===== src/sv/multilevel_feedback_scheduler_defines.svh =====
// Assertion macros for the scheduler RTL.
// Depends on a clk and an active-low rst_n in the including module.
`ifndef MULTILEVEL_FEEDBACK_SCHEDULER_DEFINES_SVH
`define MULTILEVEL_FEEDBACK_SCHEDULER_DEFINES_SVH

// same-cycle implication, checked out of reset
`define MFS_ASSERT_NOW(label, ante, cons, msg) \
    label: assert property (@(posedge clk) disable iff (!rst_n) (ante) |-> (cons)) \
        else $error(msg);

// next-cycle implication, checked out of reset
`define MFS_ASSERT_NEXT(label, ante, cons, msg) \
    label: assert property (@(posedge clk) disable iff (!rst_n) (ante) |=> (cons)) \
        else $error(msg);

`endif


===== src/sv/mfs_pkg.sv =====
// Types, codes and defaults for the multilevel feedback scheduler.
// No dependencies; imported by every scheduler module but mfs_ram.
package mfs_pkg;

    localparam int LAST_LEVEL_DEF  = 3;
    localparam int QUEUE_DEPTH_DEF = 16;
    localparam int CMD_DEPTH       = 2;
    localparam int EL_BITS_W       = 5;

    localparam logic [1:0] KIND_ARRIVE  = 2'd0;
    localparam logic [1:0] KIND_PREEMPT = 2'd1;
    localparam logic [1:0] KIND_SELECT  = 2'd2;
    localparam logic [1:0] KIND_CHECK   = 2'd3;

    typedef struct packed {
        logic [1:0]  kind;
        logic [7:0]  proc_id;
        logic [15:0] service_time;
        logic [15:0] done_time;
        logic [15:0] elapsed_time;
    } item_t;

    typedef struct packed {
        logic        found;
        logic [7:0]  out_id;
        logic [15:0] out_service;
        logic [15:0] out_done;
        logic [1:0]  level;
        logic        keep_running;
        logic        none_waiting;
        logic        rejected;
    } result_t;

    typedef struct packed {
        logic [7:0]  id;
        logic [15:0] service;
        logic [15:0] done;
    } rec_t;

    localparam int REC_W = $bits(rec_t);

    typedef struct packed {
        logic [1:0]           kind;
        rec_t                 rec;
        logic                 finish;
        logic [EL_BITS_W-1:0] el_bits;
    } cmd_t;

endpackage


===== src/sv/multilevel_feedback_scheduler.sv =====
// Multilevel feedback scheduler: an arrival, preemption or continue check
// taken from the head of the two-entry command queue goes straight into the
// result register, a select first through the registered read of the record
// store; the input side keeps taking beats into the command queue while a
// result waits to be popped, until the command queue is full.
// Top level; depends on mfs_pkg, mfs_front, mfs_cmd_queue and mfs_back.
module multilevel_feedback_scheduler
    import mfs_pkg::*;
#(
    parameter int LAST_LEVEL  = LAST_LEVEL_DEF,
    parameter int QUEUE_DEPTH = QUEUE_DEPTH_DEF
) (
    input  logic    clk,
    input  logic    rst_n,
    input  logic    push,
    output logic    full,
    input  item_t   item,
    output logic    empty,
    input  logic    pop,
    output result_t result
);

    cmd_t front_cmd, q_cmd;
    logic q_valid, q_pop;

    mfs_front u_front (
        .item (item),
        .cmd  (front_cmd)
    );

    mfs_cmd_queue u_queue (
        .clk       (clk),
        .rst_n     (rst_n),
        .push      (push),
        .push_cmd  (front_cmd),
        .full      (full),
        .cmd_valid (q_valid),
        .cmd       (q_cmd),
        .cmd_pop   (q_pop)
    );

    mfs_back #(
        .LAST_LEVEL  (LAST_LEVEL),
        .QUEUE_DEPTH (QUEUE_DEPTH)
    ) u_back (
        .clk       (clk),
        .rst_n     (rst_n),
        .cmd_valid (q_valid),
        .cmd       (q_cmd),
        .cmd_pop   (q_pop),
        .result    (result),
        .empty     (empty),
        .pop       (pop)
    );

endmodule


===== src/sv/mfs_ram.sv =====
// Generic single-write, single-read RAM with registered read data.
// No dependencies.
module mfs_ram #(
    parameter int WIDTH = 8,
    parameter int DEPTH = 16
) (
    input  logic                     clk,
    input  logic                     we,
    input  logic [$clog2(DEPTH)-1:0] waddr,
    input  logic [WIDTH-1:0]         wdata,
    input  logic                     re,
    input  logic [$clog2(DEPTH)-1:0] raddr,
    output logic [WIDTH-1:0]         rdata
);

    logic [WIDTH-1:0] mem_reg [DEPTH];
    logic [WIDTH-1:0] rdata_reg;

    always_ff @(posedge clk)
    begin
        if (we)
        begin
            mem_reg[waddr] <= wdata;
        end
        if (re)
        begin
            rdata_reg <= mem_reg[raddr];
        end
    end

    assign rdata = rdata_reg;

endmodule


===== src/sv/mfs_front.sv =====
// Front end: decodes an incoming beat into a scheduler command.
// Depends on mfs_pkg.
module mfs_front
    import mfs_pkg::*;
(
    input  item_t item,
    output cmd_t  cmd
);

    logic [16:0]          sum;
    logic [EL_BITS_W-1:0] el_bits;

    always_comb
    begin
        el_bits = '0;
        for (int i = 0; i < 16; i++)
        begin
            if (item.elapsed_time[i])
            begin
                el_bits = EL_BITS_W'(i + 1);
            end
        end
    end

    assign sum = {1'b0, item.done_time} + {1'b0, item.elapsed_time};

    assign cmd.kind        = item.kind;
    assign cmd.rec.id      = item.proc_id;
    assign cmd.rec.service = item.service_time;
    assign cmd.rec.done    = item.done_time;
    assign cmd.finish      = (sum == {1'b0, item.service_time});
    assign cmd.el_bits     = el_bits;

endmodule


===== src/sv/mfs_cmd_queue.sv =====
// Short command queue between the front end and the back end.
// Depends on mfs_pkg.
module mfs_cmd_queue
    import mfs_pkg::*;
(
    input  logic clk,
    input  logic rst_n,
    input  logic push,
    input  cmd_t push_cmd,
    output logic full,
    output logic cmd_valid,
    output cmd_t cmd,
    input  logic cmd_pop
);

    localparam int IW = $clog2(CMD_DEPTH);
    localparam int CW = $clog2(CMD_DEPTH + 1);

    cmd_t          slot_reg [CMD_DEPTH];
    logic [IW-1:0] wr_reg, wr_next;
    logic [IW-1:0] rd_reg, rd_next;
    logic [CW-1:0] count_reg, count_next;
    logic          do_push, do_pop;

    assign full      = (count_reg == CW'(CMD_DEPTH));
    assign cmd_valid = (count_reg != '0);
    assign cmd       = slot_reg[rd_reg];
    assign do_push   = push && !full;
    assign do_pop    = cmd_pop && cmd_valid;

    always_comb
    begin
        wr_next    = wr_reg;
        rd_next    = rd_reg;
        count_next = count_reg;
        if (do_push)
        begin
            wr_next = (wr_reg == IW'(CMD_DEPTH - 1)) ? '0 : wr_reg + IW'(1);
        end
        if (do_pop)
        begin
            rd_next = (rd_reg == IW'(CMD_DEPTH - 1)) ? '0 : rd_reg + IW'(1);
        end
        if (do_push && !do_pop)
        begin
            count_next = count_reg + CW'(1);
        end
        else if (!do_push && do_pop)
        begin
            count_next = count_reg - CW'(1);
        end
    end

    always_ff @(posedge clk or negedge rst_n)
    begin
        if (!rst_n)
        begin
            wr_reg    <= '0;
            rd_reg    <= '0;
            count_reg <= '0;
        end
        else
        begin
            wr_reg    <= wr_next;
            rd_reg    <= rd_next;
            count_reg <= count_next;
        end
    end

    always_ff @(posedge clk)
    begin
        if (do_push)
        begin
            slot_reg[wr_reg] <= push_cmd;
        end
    end

endmodule


===== src/sv/mfs_back.sv =====
// Back end: ready queues, record store, selection and result register.
// Depends on mfs_pkg, mfs_ram and the scheduler assertion macros.
`include "multilevel_feedback_scheduler_defines.svh"
module mfs_back
    import mfs_pkg::*;
#(
    parameter int LAST_LEVEL  = LAST_LEVEL_DEF,
    parameter int QUEUE_DEPTH = QUEUE_DEPTH_DEF
) (
    input  logic    clk,
    input  logic    rst_n,
    input  logic    cmd_valid,
    input  cmd_t    cmd,
    output logic    cmd_pop,
    output result_t result,
    output logic    empty,
    input  logic    pop
);

    localparam int NUM_LEVELS = LAST_LEVEL + 1;
    localparam int LW         = $clog2(NUM_LEVELS);
    localparam int PW         = $clog2(QUEUE_DEPTH);
    localparam int FW         = $clog2(QUEUE_DEPTH + 1);
    localparam int SLOTS      = NUM_LEVELS * QUEUE_DEPTH;
    localparam int AW         = $clog2(SLOTS);
    localparam int TW         = $clog2(SLOTS + 1);

    typedef enum logic [1:0] {
        ST_IDLE = 2'b01,
        ST_READ = 2'b10
    } state_t;

    state_t        state_reg, state_next;
    logic [PW-1:0] head_reg [NUM_LEVELS];
    logic [PW-1:0] head_next [NUM_LEVELS];
    logic [PW-1:0] tail_reg [NUM_LEVELS];
    logic [PW-1:0] tail_next [NUM_LEVELS];
    logic [FW-1:0] fill_reg [NUM_LEVELS];
    logic [FW-1:0] fill_next [NUM_LEVELS];
    logic [LW-1:0] running_reg, running_next;
    logic [TW-1:0] total_reg, total_next;
    logic [TW-1:0] fill_sum;
    result_t       res_reg, res_next;
    logic          res_valid_reg, res_valid_next;

    logic          take, is_ins, is_sel, ins_full, sel_found, ram_we, ram_re;
    logic [LW-1:0] ins_lvl, sel_lvl;
    logic [AW-1:0] waddr, raddr;
    logic [REC_W-1:0] rdata;
    rec_t          rd_rec;

    always_comb
    begin
        sel_found = 1'b0;
        sel_lvl   = '0;
        fill_sum  = '0;
        for (int i = LAST_LEVEL; i >= 0; i--)
        begin
            fill_sum = fill_sum + TW'(fill_reg[i]);
            if (fill_reg[i] != '0)
            begin
                sel_found = 1'b1;
                sel_lvl   = LW'(i);
            end
        end
    end

    always_comb
    begin
        is_ins  = 1'b0;
        is_sel  = 1'b0;
        ins_lvl = '0;
        unique case (cmd.kind)
            KIND_ARRIVE:
            begin
                is_ins = 1'b1;
            end
            KIND_PREEMPT:
            begin
                is_ins  = 1'b1;
                ins_lvl = (running_reg == LW'(LAST_LEVEL)) ? running_reg
                                                           : running_reg + LW'(1);
            end
            KIND_SELECT:
            begin
                is_sel = 1'b1;
            end
            default:
            begin
                is_ins = 1'b0;
            end
        endcase
    end

    assign ins_full = (fill_reg[ins_lvl] == FW'(QUEUE_DEPTH));
    assign take     = (state_reg == ST_IDLE) && cmd_valid && (!res_valid_reg || pop);
    assign cmd_pop  = take;
    assign ram_we   = take && is_ins && !ins_full;
    assign ram_re   = take && is_sel && sel_found;
    assign waddr    = AW'(ins_lvl) * AW'(QUEUE_DEPTH) + AW'(tail_reg[ins_lvl]);
    assign raddr    = AW'(sel_lvl) * AW'(QUEUE_DEPTH) + AW'(head_reg[sel_lvl]);
    assign rd_rec   = rec_t'(rdata);

    mfs_ram #(
        .WIDTH (REC_W),
        .DEPTH (SLOTS)
    ) u_store (
        .clk   (clk),
        .we    (ram_we),
        .waddr (waddr),
        .wdata (cmd.rec),
        .re    (ram_re),
        .raddr (raddr),
        .rdata (rdata)
    );

    always_comb
    begin
        state_next     = state_reg;
        head_next      = head_reg;
        tail_next      = tail_reg;
        fill_next      = fill_reg;
        running_next   = running_reg;
        total_next     = total_reg;
        res_next       = res_reg;
        res_valid_next = res_valid_reg && !pop;

        if (ram_we)
        begin
            tail_next[ins_lvl] = (tail_reg[ins_lvl] == PW'(QUEUE_DEPTH - 1)) ? '0
                               : tail_reg[ins_lvl] + PW'(1);
            fill_next[ins_lvl] = fill_reg[ins_lvl] + FW'(1);
            total_next         = total_reg + TW'(1);
        end
        if (ram_re)
        begin
            head_next[sel_lvl] = (head_reg[sel_lvl] == PW'(QUEUE_DEPTH - 1)) ? '0
                               : head_reg[sel_lvl] + PW'(1);
            fill_next[sel_lvl] = fill_reg[sel_lvl] - FW'(1);
            total_next         = total_reg - TW'(1);
            running_next       = sel_lvl;
        end

        unique case (state_reg)
            ST_IDLE:
            begin
                if (take)
                begin
                    res_next              = '0;
                    res_next.none_waiting = (total_next == '0);
                    res_next.rejected     = is_ins && ins_full;
                    if (cmd.kind == KIND_CHECK)
                    begin
                        res_next.keep_running = !cmd.finish
                            && ((running_reg == LW'(LAST_LEVEL))
                                || (cmd.el_bits <= EL_BITS_W'(running_reg)));
                    end
                    if (ram_re)
                    begin
                        res_next.found = 1'b1;
                        res_next.level = 2'(sel_lvl);
                        state_next     = ST_READ;
                    end
                    else
                    begin
                        res_valid_next = 1'b1;
                    end
                end
            end
            ST_READ:
            begin
                res_next.out_id      = rd_rec.id;
                res_next.out_service = rd_rec.service;
                res_next.out_done    = rd_rec.done;
                res_valid_next       = 1'b1;
                state_next           = ST_IDLE;
            end
            default:
            begin
                state_next = ST_IDLE;
            end
        endcase
    end

    always_ff @(posedge clk or negedge rst_n)
    begin
        if (!rst_n)
        begin
            state_reg     <= ST_IDLE;
            running_reg   <= '0;
            total_reg     <= '0;
            res_valid_reg <= 1'b0;
            for (int i = 0; i < NUM_LEVELS; i++)
            begin
                head_reg[i] <= '0;
                tail_reg[i] <= '0;
                fill_reg[i] <= '0;
            end
        end
        else
        begin
            state_reg     <= state_next;
            running_reg   <= running_next;
            total_reg     <= total_next;
            res_valid_reg <= res_valid_next;
            head_reg      <= head_next;
            tail_reg      <= tail_next;
            fill_reg      <= fill_next;
        end
    end

    always_ff @(posedge clk)
    begin
        res_reg <= res_next;
    end

    assign result = res_reg;
    assign empty  = !res_valid_reg;

    `MFS_ASSERT_NOW(a_total_tracks_fill, 1'b1, fill_sum == total_reg, "waiting count off")
    `MFS_ASSERT_NEXT(a_read_one_cycle, state_reg == ST_READ, state_reg == ST_IDLE, "read stuck")
    `MFS_ASSERT_NOW(a_read_slot_free, state_reg == ST_READ, !res_valid_reg, "result overrun")
    `MFS_ASSERT_NOW(a_select_not_empty, ram_re, total_reg != '0, "select on empty queues")

endmodule

===== config.mk =====
export PLATFORM = sky130hd
export DESIGN_NAME = multilevel_feedback_scheduler
export DESIGN_NICKNAME = d
export VERILOG_FILES = /design/src/sv/mfs_pkg.sv /design/src/sv/multilevel_feedback_scheduler.sv /design/src/sv/mfs_ram.sv /design/src/sv/mfs_front.sv /design/src/sv/mfs_cmd_queue.sv /design/src/sv/mfs_back.sv
export VERILOG_INCLUDE_DIRS = /design/src /design/src/sv
export SDC_FILE = /design/constraint.sdc
export NUM_CORES = 2
export LEC_CHECK = 0
export BUFFER_PORTS_ARGS = -buffer_cell sky130_fd_sc_hd__buf_4
export CAP_MARGIN = 20
export CORE_MARGIN = 2
export CORE_UTILIZATION = 35
export DETAILED_ROUTE_END_ITERATION = 6
export PLACE_DENSITY = 0.52
export SLEW_MARGIN = 15
export SYNTH_ARGS = -nofsm -noshare
export SYNTH_HDL_FRONTEND = slang
export SYNTH_HIERARCHICAL = 1
export SYNTH_SLANG_ARGS = --single-unit

===== constraint.sdc =====
create_clock -name clk -period 5.1 [get_ports clk]
set_input_delay 0.51 -clock clk [delete_from_list [all_inputs] [get_ports clk]]
set_output_delay 0.51 -clock clk [all_outputs]
set_load 0.02 [all_outputs]

==> impl_results.md <==
* Status: finished clean
* Clock root buffer master: clkbuf_16
* DR WL/cell at 32.0 um
* GRT Total Usage at 19.7%
* Die W at between 500 and 600 um
* Share of cells above drive strength 1 at between 20 and 30%
* WP data arrival at 5.68 ns
* RSZ-0062 raised after global routing: no
* NumNets Final at 5598
* Combinational share of power at 30.4%
* Setup crit start: u_back/fill_reg[1]
* Async set-reset flop share out of synthesis at 2.42%
* Clk pin slew, worst setup/hold paths at 0.06 ns
* R2R depth at 11
* Initial drt markers at 6392
* Post-synth EDFFs at 2742
* Reg area at 0.0840 mm2
* TritonCTS clock tree: done
* Die area at 0.316 mm2
* Post-synth top area share at 75.6%
* Router iterations before antenna repair at 6
* Vias at approximately 55000
* IO Port Bufs at 109
* Core footprint at 0.309 mm2
* Switch share at 31.6%
* Final setup fails at 0
* Layout Utilization at 41.1%
* Post-route cell area at 0.127 mm2
* Final TNS setup at 0 ns
* Worst R2R End: u_back/u_store/rdata[39]
* Post-synthesis net count at 5131
* Psw at about 23 mW
* Post-Route WL at 315 mm
* Mapped Avg Cell Area at 21.6 um2
* Area delta synth->final at 16.6%
* Max FFs per register at 2560
* Hold WC Path Type: primary input to register
* Hold WS at between 0.1 and 0.15 ns
* P_leak at 40.0 nW
* Worst r2r src: u_back/fill_reg[1]
* Max Freq at a little over 0.2 GHz
* Seq cells post-synth at between 2000 and 3000
* Yosys cell types at 81
* Final setup margin at 0.153 ns
* CTS Buf Count at 304
* Vias per inst at ~5.6
* Post-layout min period at 4.95 ns
* Critical path class: register to register
* Placed inst area at 0.117 mm2
* Post-DP HPWL at 188 mm
* Starting Density at 35.2%
* Buffer depth of the longest clock path at 4
* Area of the multi-input gates at around 0.024 mm2
* Max Cap Viol at 0
* Synth warnings at 6
* CP endpoint kind: register
* Register area share after synthesis at 77.1%
* Initial antenna violation count at 19
* Grt total ovfl at 0
* Crit-path max FO at 28
* Synth Cell Area at 0.109 mm2
* Post-DRT Antenna Nets at 0
* Internal power at 50.3 mW
* Clock sink count at 2810
* Worst vdd rail ir drop at 0.000336 V
* Worst EP required at approximately 5.8 ns
* Worst slew pin tran at 1.15 ns
* DIE HEIGHT at 562 um
* FF-to-FF setup slack at roughly 0.15 ns
* Cell with the most instances after synthesis: edfxtp_1
* Clock share of power at 29.1%
* Vias in the first global route at 55200
* Synth Instances at 5040
* Max Transition Viols Final at 0
* Final hold violation count at 0
* FILL cells at 27300
* Final worst path period share at 97.0%
* Largest cells by area after synthesis: edfxtp_1, mux4_2, dfrtp_1, mux2i_1, mux2_2
* Power Density at just under 600 mW/mm2
* Post-synth top cells: edfxtp_1, mux4_2, o22ai_1
* # IOs at 110
* # rows at 204
* Clock Latency Late Sink at 0.88 ns
* Setup crit start kind: register
* Placement Setup Slack at -0.368 ns
* Main synth FF type: edfxtp_1
* Post-synth top area cell: edfxtp_1
* H-tree levels at 5
* Gp weighted congestion at just over 0.8
* Clk_skew at around 0.076 ns
* # DRC at 0
* Register share of total power at between 40% and 50%
* Largest net degree at the start of global routing at 69
* Max_slew headroom at approximately 23%
* Crit path capture: u_back/u_store/rdata[39]
* Wire length of the first global-routing pass at ~440 mm
layout make-up:
| cell class | instances | area share [%] |
|---|---|---|
| Antenna cell | 8 | 0.0158 |
| Clock buffer | 373 | 6.26 |
| Clock inverter | 166 | 1.26 |
| Inverter | 30 | 0.0916 |
| Multi-Input combinational cell | 1895 | 18.8 |
| Sequential cell | 2810 | 66.1 |
| Tap cell | 4120 | 4.06 |
| Timing Repair Buffer | 466 | 3.42 |
worst min-delay path by stage:
stage	start	end	slack, ns	cells past startpoint
after global placement	u_back/total_reg[6]	u_back/total_reg[6]	0.45	1
after floorplan	rst_n	u_back/fill_reg[0]	0.21	0
after CTS	item[14]	u_queue/slot_reg[1][0]	0.05	3
after global routing	item[14]	u_queue/slot_reg[1][0]	0.07	3
final	item[14]	u_queue/slot_reg[0][0]	0.11	3
after detailed placement	u_back/total_reg[6]	u_back/total_reg[6]	0.46	1
through the flow:
stage	cells	total power, mW
after floorplan	5040	43.6
after global placement	9268	52.6
after detailed placement	9275	52.8
after CTS	9860	74.2
after global routing	9861	76.3
final	9868	73.6
power by group through the flow:
| stage | sequential, mW | clock, mW | combinational, mW |
|---|---|---|---|
| detailed placement | 30.3 | 0 | 22.5 |
| finish | 29.8 | 21.4 | 22.4 |
| floorplan | 30.3 | 0 | 13.3 |
| CTS | 29.8 | 21.8 | 22.6 |
| global placement | 30.3 | 0 | 22.3 |
| global route | 29.9 | 22.7 | 23.7 |
layer usage:
layer / track usage (%) / vias up / part of all wire (%) / wire length, um
li1: - / 22200 / - / -
met1: 29.1 / 30400 / 44 / 138000
met2: 31.3 / 2182 / 47 / 149000
met3: 2.94 / 372 / 7.2 / 22900
met4: 3.67 / 6 / 1.8 / 5570
met5: 0 / - / 0.013 / 42
cells in the final DEF, fill, tap and decap left out, types with 15 or more instances in the layout:
cell type / synthesis / layout
a21oi_1: 97 / 92
a221oi_1: 36 / 35
a22o_1: 18 / 18
a22oi_1: 21 / 21
and2_1: 51 / 51
buf_12: 0 / 52
buf_4: 97 / 363
bufinv_16: 0 / 25
clkbuf_1: 91 / 63
clkbuf_16: 0 / 306
clkinv_1: 0 / 65
clkinv_2: 0 / 46
dfrtp_1: 67 / 66
dlygate4sd3_1: 0 / 46
edfxtp_1: 2742 / 2742
ha_1: 28 / 27
inv_1: 28 / 27
mux2_2: 112 / 108
mux2_4: 11 / 15
mux2i_1: 146 / 146
mux4_2: 608 / 608
nand2_1: 63 / 62
nand2b_1: 17 / 15
nand3_1: 18 / 18
nand4_1: 16 / 16
nor2_1: 133 / 70
nor2_4: 0 / 63
nor2b_1: 23 / 22
nor4_1: 42 / 25
nor4_2: 1 / 18
o21ai_0: 34 / 33
o21ai_1: 16 / 16
o221ai_1: 42 / 42
o22a_1: 26 / 26
o22ai_1: 147 / 147
xnor2_1: 24 / 24
xor2_1: 17 / 17
what timing repair did:
action,in CTS,in global routing
resized for setup,4,2
hold buffers,46,0
endpoints found under the hold margin,162,0
setup endpoints to repair,3,1
setup buffers,0,0
cells by family after synthesis:
kind of cell	after synthesis	synth area share [%]
adders and majority gates	29	0.340
buffers and inverters	335	1.67
and+or+nand+nor	431	2.05
xor gates and xnor gates	41	0.330
muxes	877	15.2
AOI/OAI and AO/OA	517	3.25
DFF	2810	77.1
worst max-delay path: stages (launching register included):
cell and delay, ns:
dfrtp_1 0.40, or4_1 0.57, nor2_1 0.34, a31oi_1 0.15, buf_4 0.19, o2111ai_4 0.52, buf_12 0.30, buf_4 0.30
nand2b_1 0.72, o221ai_1 0.31, nor2_1 0.72, o22a_1 0.26
Note: power is estimated with default switching activity, not from simulation.
